File: config.mk
export PLATFORM = sky130hd
export DESIGN_NAME = quadrature_and_limit_switch_hub
export DESIGN_NICKNAME = d
export VERILOG_FILES = /design/src/rtl/qlsh_pkg.sv /design/src/rtl/quadrature_and_limit_switch_hub.sv /design/src/rtl/qlsh_core.sv
export SDC_FILE = /design/constraint.sdc
export NUM_CORES = 1
export LEC_CHECK = 0
export BUFFER_PORTS_ARGS = -buffer_cell sky130_fd_sc_hd__clkbuf_2
export CAP_MARGIN = 30
export CORE_MARGIN = 2
export CORE_UTILIZATION = 45
export CTS_CLUSTER_DIAMETER = 80
export DETAILED_ROUTE_END_ITERATION = 16
export PLACE_DENSITY_LB_ADDON = 0.08
export SLEW_MARGIN = 20
export SYNTH_ARGS = -nofsm -noshare
export SYNTH_HDL_FRONTEND = slang
export SYNTH_SLANG_ARGS = --single-unit
File: constraint.sdc
create_clock -name clk -period 5.1 [get_ports clk]
set_clock_uncertainty 0.1 [all_clocks]
set_input_delay 0.765 -clock clk [delete_from_list [all_inputs] [get_ports clk]]
set_output_delay 0.765 -clock clk [all_outputs]
set_load 0.05 [all_outputs]
File: src/rtl/qlsh_pkg.sv
// ----------------------------------------------------------------------------
// qlsh_pkg
// Shared types, command codes and constants for the quadrature hub.
// ----------------------------------------------------------------------------
`default_nettype none

package qlsh_pkg;

  localparam int NUM_AXES    = 3;
  localparam int AXIS_FIRST  = 0;
  localparam int AXIS_SECOND = 1;
  localparam int AXIS_FOCUS  = 2;
  localparam int AXIS_W      = 2;
  localparam int COUNT_W     = 32;
  localparam int SWITCH_W    = 10;
  localparam int PORT_W      = 8;

  localparam logic [31:0] QUAD_TABLE_RESET = 32'h3443_C11C;

  // Port B bit positions
  localparam int SW9_BIT    = 6;
  localparam int SW10_BIT   = 7;
  localparam int FOCUS_BIT0 = 2;
  localparam int FOCUS_BIT1 = 3;
  localparam logic [PORT_W-1:0] FOCUS_MASK = 8'h0C;

  // Switch bitmap positions fed by port B
  localparam int SW9_IDX  = 8;
  localparam int SW10_IDX = 9;

  typedef enum logic [2:0] {
    CMD_AXIS0  = 3'd0,
    CMD_AXIS1  = 3'd1,
    CMD_PORT_B = 3'd2,
    CMD_PORT_K = 3'd3,
    CMD_TICKS  = 3'd4
  } cmd_t;

  typedef struct packed {
    logic [2:0]                command;
    logic                      pin_a;
    logic                      pin_b;
    logic [PORT_W-1:0]         port_value;
    logic [AXIS_W-1:0]         axis;
    logic signed [COUNT_W-1:0] new_ticks;
  } item_t;

  typedef struct packed {
    logic signed [COUNT_W-1:0] first_count;
    logic signed [COUNT_W-1:0] second_count;
    logic signed [COUNT_W-1:0] focus_count;
    logic [SWITCH_W-1:0]       switches;
  } res_t;

  // Signed step from the 16-entry table, selected by {prev, new}.
  function automatic logic signed [COUNT_W-1:0] quad_delta(
    input logic [31:0] table_bits,
    input logic [1:0]  prev_state,
    input logic [1:0]  new_state
  );
    logic [3:0] sel;
    logic [1:0] code;
    sel  = {prev_state, new_state};
    code = table_bits[{sel, 1'b0} +: 2];
    return {{(COUNT_W-2){code[1]}}, code};
  endfunction

endpackage

`default_nettype wire

File: src/rtl/quadrature_and_limit_switch_hub.sv
// ----------------------------------------------------------------------------
// quadrature_and_limit_switch_hub
// Path: input register -> update -> result register; out_valid rises once
// an accepted item has moved on into the result register.
// Throughput: 1 item per cycle while out_stall is low.
// Reset (sync, rst_n low): counts 0, axis states 3, no switch pressed,
// port snapshots 0xFF, step table back to standard x4 decoding.
// ----------------------------------------------------------------------------
`default_nettype none

module quadrature_and_limit_switch_hub
  import qlsh_pkg::*;
(
  input  wire logic                clk,
  input  wire logic                rst_n,

  // step table write
  input  wire logic                cfg_wr_en,
  input  wire logic [31:0]         cfg_wr_data,

  // item input
  input  wire logic                in_valid,
  output logic                     in_stall,
  input  wire logic [2:0]          in_command,
  input  wire logic                in_pin_a,
  input  wire logic                in_pin_b,
  input  wire logic [PORT_W-1:0]   in_port_value,
  input  wire logic [AXIS_W-1:0]   in_axis,
  input  wire logic signed [COUNT_W-1:0] in_new_ticks,

  // result output
  output logic                     out_valid,
  input  wire logic                out_stall,
  output logic signed [COUNT_W-1:0] out_first_axis_count,
  output logic signed [COUNT_W-1:0] out_second_axis_count,
  output logic signed [COUNT_W-1:0] out_focus_axis_count,
  output logic [SWITCH_W-1:0]      out_switch_states
);

  logic [31:0] step_table_r;

  // input register
  logic  in_v_r;
  item_t in_item_r;

  // result register
  logic  out_v_r;
  res_t  res_r;
  res_t  res_nxt;

  // The held item moves into the result register when that register is
  // empty or being drained this cycle. State updates on the same edge.
  logic adv;

  assign adv      = in_v_r && (!out_v_r || !out_stall);
  assign in_stall = in_v_r && !adv;

  // Step table; written only while the hub is idle: a user rule, unchecked.
  always_ff @(posedge clk) begin
    if (!rst_n) begin
      step_table_r <= QUAD_TABLE_RESET;
    end else if (cfg_wr_en) begin
      step_table_r <= cfg_wr_data;
    end
  end

  always_ff @(posedge clk) begin
    if (!rst_n) begin
      in_v_r <= 1'b0;
    end else if (!in_stall) begin
      in_v_r <= in_valid;
    end
  end

  always_ff @(posedge clk) begin
    if (in_valid && !in_stall) begin
      in_item_r.command    <= in_command;
      in_item_r.pin_a      <= in_pin_a;
      in_item_r.pin_b      <= in_pin_b;
      in_item_r.port_value <= in_port_value;
      in_item_r.axis       <= in_axis;
      in_item_r.new_ticks  <= in_new_ticks;
    end
  end

  // Counters, bitmap and snapshots; res_nxt is the state after the held item.
  qlsh_core u_core (
    .clk        (clk),
    .rst_n      (rst_n),
    .en         (adv),
    .step_table (step_table_r),
    .item       (in_item_r),
    .res        (res_nxt)
  );

  always_ff @(posedge clk) begin
    if (!rst_n) begin
      out_v_r <= 1'b0;
    end else if (adv) begin
      out_v_r <= 1'b1;
    end else if (!out_stall) begin
      out_v_r <= 1'b0;
    end
  end

  always_ff @(posedge clk) begin
    if (adv) begin
      res_r <= res_nxt;
    end
  end

  assign out_valid             = out_v_r;
  assign out_first_axis_count  = res_r.first_count;
  assign out_second_axis_count = res_r.second_count;
  assign out_focus_axis_count  = res_r.focus_count;
  assign out_switch_states     = res_r.switches;

endmodule

`default_nettype wire

File: src/rtl/qlsh_core.sv
// ----------------------------------------------------------------------------
// qlsh_core
// Axis counters, switch bitmap and port snapshots with their update logic.
// ----------------------------------------------------------------------------
`default_nettype none

module qlsh_core
  import qlsh_pkg::*;
(
  input  wire logic        clk,
  input  wire logic        rst_n,
  input  wire logic        en,
  input  wire logic [31:0] step_table,
  input  wire item_t       item,
  output res_t             res
);

  logic signed [COUNT_W-1:0] ticks_r   [NUM_AXES];
  logic signed [COUNT_W-1:0] ticks_nxt [NUM_AXES];
  logic [1:0]                prev_r    [NUM_AXES];
  logic [1:0]                prev_nxt  [NUM_AXES];
  logic [SWITCH_W-1:0]       sw_r, sw_nxt;
  logic [PORT_W-1:0]         last_b_r, last_b_nxt;
  logic [PORT_W-1:0]         last_k_r, last_k_nxt;

  logic [1:0]        pin_state;
  logic [1:0]        focus_state;
  logic [PORT_W-1:0] changed_b;
  logic [PORT_W-1:0] changed_k;

  assign pin_state   = {item.pin_a, item.pin_b};
  assign focus_state = {item.port_value[FOCUS_BIT1], item.port_value[FOCUS_BIT0]};
  assign changed_b   = item.port_value ^ last_b_r;
  assign changed_k   = item.port_value ^ last_k_r;

  always_comb begin
    ticks_nxt  = ticks_r;
    prev_nxt   = prev_r;
    sw_nxt     = sw_r;
    last_b_nxt = last_b_r;
    last_k_nxt = last_k_r;
    case (cmd_t'(item.command))
      CMD_AXIS0: begin
        ticks_nxt[AXIS_FIRST] = ticks_r[AXIS_FIRST]
                              + quad_delta(step_table, prev_r[AXIS_FIRST], pin_state);
        prev_nxt[AXIS_FIRST]  = pin_state;
      end
      CMD_AXIS1: begin
        ticks_nxt[AXIS_SECOND] = ticks_r[AXIS_SECOND]
                               + quad_delta(step_table, prev_r[AXIS_SECOND], pin_state);
        prev_nxt[AXIS_SECOND]  = pin_state;
      end
      CMD_PORT_B: begin
        last_b_nxt = item.port_value;
        if (changed_b[SW9_BIT]) begin
          sw_nxt[SW9_IDX] = ~item.port_value[SW9_BIT];
        end
        if (changed_b[SW10_BIT]) begin
          sw_nxt[SW10_IDX] = ~item.port_value[SW10_BIT];
        end
        if (|(changed_b & FOCUS_MASK)) begin
          ticks_nxt[AXIS_FOCUS] = ticks_r[AXIS_FOCUS]
                                + quad_delta(step_table, prev_r[AXIS_FOCUS], focus_state);
          prev_nxt[AXIS_FOCUS]  = focus_state;
        end
      end
      CMD_PORT_K: begin
        // pressed = pin low, only for bits that moved
        last_k_nxt          = item.port_value;
        sw_nxt[PORT_W-1:0]  = (sw_r[PORT_W-1:0] & ~changed_k)
                            | (~item.port_value & changed_k);
      end
      CMD_TICKS: begin
        for (int i = 0; i < NUM_AXES; i++) begin
          if (item.axis == AXIS_W'(i)) begin
            ticks_nxt[i] = item.new_ticks;
          end
        end
      end
      default: begin
      end
    endcase
  end

  always_ff @(posedge clk) begin
    if (!rst_n) begin
      for (int i = 0; i < NUM_AXES; i++) begin
        ticks_r[i] <= '0;
        prev_r[i]  <= 2'b11;
      end
      sw_r     <= '0;
      last_b_r <= '1;
      last_k_r <= '1;
    end else if (en) begin
      ticks_r  <= ticks_nxt;
      prev_r   <= prev_nxt;
      sw_r     <= sw_nxt;
      last_b_r <= last_b_nxt;
      last_k_r <= last_k_nxt;
    end
  end

  assign res.first_count  = ticks_nxt[AXIS_FIRST];
  assign res.second_count = ticks_nxt[AXIS_SECOND];
  assign res.focus_count  = ticks_nxt[AXIS_FOCUS];
  assign res.switches     = sw_nxt;

endmodule

`default_nettype wire

==> flow_metrics.env <==
export IMPL_cts_sinks=311
export IMPL_max_freq_ghz=0.208
export IMPL_finalWorstSetupSlack_ps=292
export IMPL_synth_most_common_cell="nand2_1"
export IMPL_numPortBuffers=191
export IMPL_path_cells="mux4_2 -> mux4_2 -> buf_4 -> ha_1 -> and3_2 -> and2_1 -> a221oi_1 -> o21bai_1 -> a21oi_1 -> o21ai_0 -> a31oi_1 -> xor2_1 -> o21ai_0"
export IMPL_cts_tree="done"
export IMPL_crit_fanout=15
export IMPL_synth_common_cells="nand2_1 (213), nor2_1 (190), dfxtp_1 (158)"
export IMPL_grtUsageTotal_pct=27.0
export IMPL_drc_errors=0
export IMPL_hold_violations=0
export IMPL_synth_edf_count=153
export IMPL_post_synth_main_area_contributors="edfxtp_1 (26%), dfxtp_1 (18%), ha_1 (6.6%), nand2_1 (4.6%), nor2_1 (4.1%)"
export IMPL_ys_types=86
export IMPL_setup_tns_ps=0
export IMPL_max_slew_margin_rel_pct=34.1
export IMPL_clock_path_buffers=3
export IMPL_grt_ovfl_total=0
export IMPL_rows=72
export IMPL_pwr_density_cell_mw_per_mm2=342
export IMPL_rsz0062_at_grt="no"
export IMPL_synth_top_family_by_area="compound AO/OA/AOI/OAI gates"
export IMPL_swShare_pct=30.9
export IMPL_syn_inst=1847
export IMPL_cts_buffers=36
export IMPL_startpoint_type="flop"
export IMPL_pre_cts_ws_ps=297
export IMPL_netlist_area_sq_mm=0.0176
export IMPL_start_util_pct=45.5
export IMPL_synthSimpleGateAreaFrac_pct=14.6
export IMPL_synth_fp_nets=2027
export IMPL_stdcell_area_sq_mm=0.0203
export IMPL_diodes=0
export IMPL_comb_power_share_pct=20.1
export IMPL_clockPowerShare_pct=38.1
export IMPL_dieArea_sq_mm=0.0406
export IMPL_maxCapViolCount=0
export IMPL_crit_family="multiplexers"
export IMPL_wl_per_cell_um=21.8
export IMPL_yosysSeqAreaShare_pct=44.2
export IMPL_antenna_left=0
export IMPL_hold_class="in -> reg"
export IMPL_crit_buf_inv=1
export IMPL_coreArea_sq_mm=0.0386
export IMPL_synth_seq_cells=311
export IMPL_cts_setup_buffers=0
export IMPL_slew_viol_final=0
export IMPL_min_period_ps=4810
export IMPL_cp_slowest_cell="mux4_2"
export IMPL_seq_area_sq_mm=0.00776
export IMPL_wl_um=55900
export IMPL_synth_compound_area_share_pct=22.2
export IMPL_status="completed"
export IMPL_seq_power_share_pct=41.8
export IMPL_p_leak_nw=8.52
export IMPL_avgSynthCellArea_sq_um=9.50
export IMPL_cp_required_ps=5280
export IMPL_vias=15183
export IMPL_p_total_mw=6.95
export IMPL_grt_pass1_wl_um=84800
export IMPL_gp_congestion=0.920
export IMPL_drt_iter0_drc=1255
export IMPL_nNetsFinal=2196
export IMPL_place_hpwl_um=39300
export IMPL_dp_cells=2495
export IMPL_slowest_delay_ps=740
export IMPL_num_io_pins=192
export IMPL_synthMuxAreaShare_pct=4.94
export IMPL_synth_main_ff_cell="dfxtp_1"
export IMPL_die_x_um=201
export IMPL_fin_util_pct=52.6
export IMPL_p_int_mw=4.80
export IMPL_async_flop_share_pct=0
export IMPL_multi_input_area_sq_mm=0.00923
export IMPL_worstMarginPinSlew_ps=989
export IMPL_yosysTopAreaCell="edfxtp_1"
export IMPL_cp_arrival_ps=4990
export IMPL_endpoint_kind="flop"
export IMPL_die_h_um=201
export IMPL_clock_latency_ps=570
export IMPL_grt_max_degree=77
export IMPL_p_switching_mw=2.15
export IMPL_fillers=3613
export IMPL_whs_ps=265
export IMPL_irDropWorstVdd_uv=242
export IMPL_yosysWarnings=0
export IMPL_synthXorXnorAreaFrac_pct=3.69
export IMPL_path_class="reg -> reg"
export IMPL_yosys_area_top_type_share_pct=26.2
export IMPL_clk_pin_slew_ps=60
export IMPL_syn2layout_area_growth_pct=15.6
export IMPL_antenna_found_initial=1
export IMPL_final_cells=2562
export IMPL_vias_per_cell=5.93
export IMPL_post_dp_cell_area_sq_mm=0.0191
export IMPL_root_buffer="clkbuf_16"
export IMPL_grt_pass1_vias=14220
export IMPL_drive_gt1_share_pct=17.2
export IMPL_fin_crit_sh_pct=94.3
export IMPL_htree_levels=2
export IMPL_finalSetupViolations=0
export IMPL_synth_fa_ha_area_share_pct=6.97
export IMPL_firstDrtPassIters=5
[power by group through the flow]
stage	clock, mW	sequential (mW)	combinational [mW]
after floorplan	0	3.04	0.883
after global placement	0	2.95	1.37
after detailed placement	0	2.95	1.38
after CTS	2.70	2.90	1.39
after global routing	2.80	2.91	1.52
final	2.65	2.90	1.39
[layer usage]
metal  vias to the layer above  GRT usage, %  part of all wire [%]
met5                         -             0                 0.029
met4                         2          9.40                   3.0
met3                        67          4.71                   6.7
met2                       523          41.2                    44
met1                      7362          38.6                    46
li1                       7229             -                     -
[cell families after synthesis]
family                   Yosys count
AND/OR/NAND/NOR                  580
adder cells (fa/ha/maj)           96
XOR/XNOR                          74
multiplexers                      59
flip-flops                       311
buffers and inverters            140
AO/OA/AOI/OAI                    587
[layout make-up]
cell class | count | area share [%]
Inverter | 41 | 0.795
Clock buffer | 43 | 4.82
Timing Repair Buffer | 230 | 6.37
Clock inverter | 23 | 1.12
Sequential cell | 311 | 38.2
Multi-Input combinational cell | 1396 | 45.5
Tap cell | 518 | 3.19
[registers in the layout, summed over array words and instances, names as in the netlist]
| name | flops |
|---|---|
| step_table_r | 32 |
| out_focus_axis_count | 32 |
| out_first_axis_count | 32 |
| in_item_r | 47 |
| out_switch_states | 10 |
| u_core.last_b_r | 4 |
| out_valid | 1 |
| u_core.sw_r | 10 |
| u_core.last_k_r | 8 |
| u_core.prev_r | 6 |
| in_v_r | 1 |
| out_second_axis_count | 32 |
| u_core.ticks_r | 96 |
[worst register-to-register path: stages (launching register included)]
cell and delay (ps):
edfxtp_1 540, mux4_2 560, mux4_2 740, buf_4 330, ha_1 390, and3_2 250, and2_1 180, a221oi_1 330
o21bai_1 100, a21oi_1 150, o21ai_0 210, a31oi_1 360, xor2_1 170, o21ai_0 90
[worst paths after layout]
check	startpoint	endpoint	slack (ps)	cells after the start
setup / recovery	in_item_r[42]	out_first_axis_count[30]	290	13
hold / removal	in_new_ticks[19]	in_item_r[19]	270	1
setup reg to reg	in_item_r[42]	out_first_axis_count[30]	290	13
hold reg to reg	u_core.last_k_r[0]	u_core.last_k_r[0]	370	2
[placed cells by master (no fill, tap or decap), types with 7 or more instances in the layout]
cell       count
o22ai_1       17
edfxtp_1     153
a31oi_1       35
a21oi_1      134
clkbuf_16     37
o21ai_0      125
o21bai_1      15
nor3_1        37
o21ba_2       10
nand4_1        9
o31ai_1       13
nand2_1      212
clkbuf_2     191
a21o_1        55
or3_1          8
o211ai_1      13
a221o_1       11
a221oi_1       9
xnor2_1       36
xor2_1        38
nand2b_1      14
nand3_1       52
buf_4         35
inv_1         38
and3_1        16
ha_1          93
o221ai_1       8
a211oi_1      12
mux4_2        22
nor2_1       188
a22oi_1       55
dfxtp_1      158
mux2i_1       36
clkinv_1       7
o21ai_1        9
[repair_timing]
| item | 4_1_cts | 5_1_grt |
|---|---|---|
| endpoints found under the setup margin | 0 | 1 |
| hold buffers | 0 | 0 |
| resized for setup | 0 | 1 |
| endpoints found under the hold margin | 0 | 0 |
(Power assumes the default switching activity.)
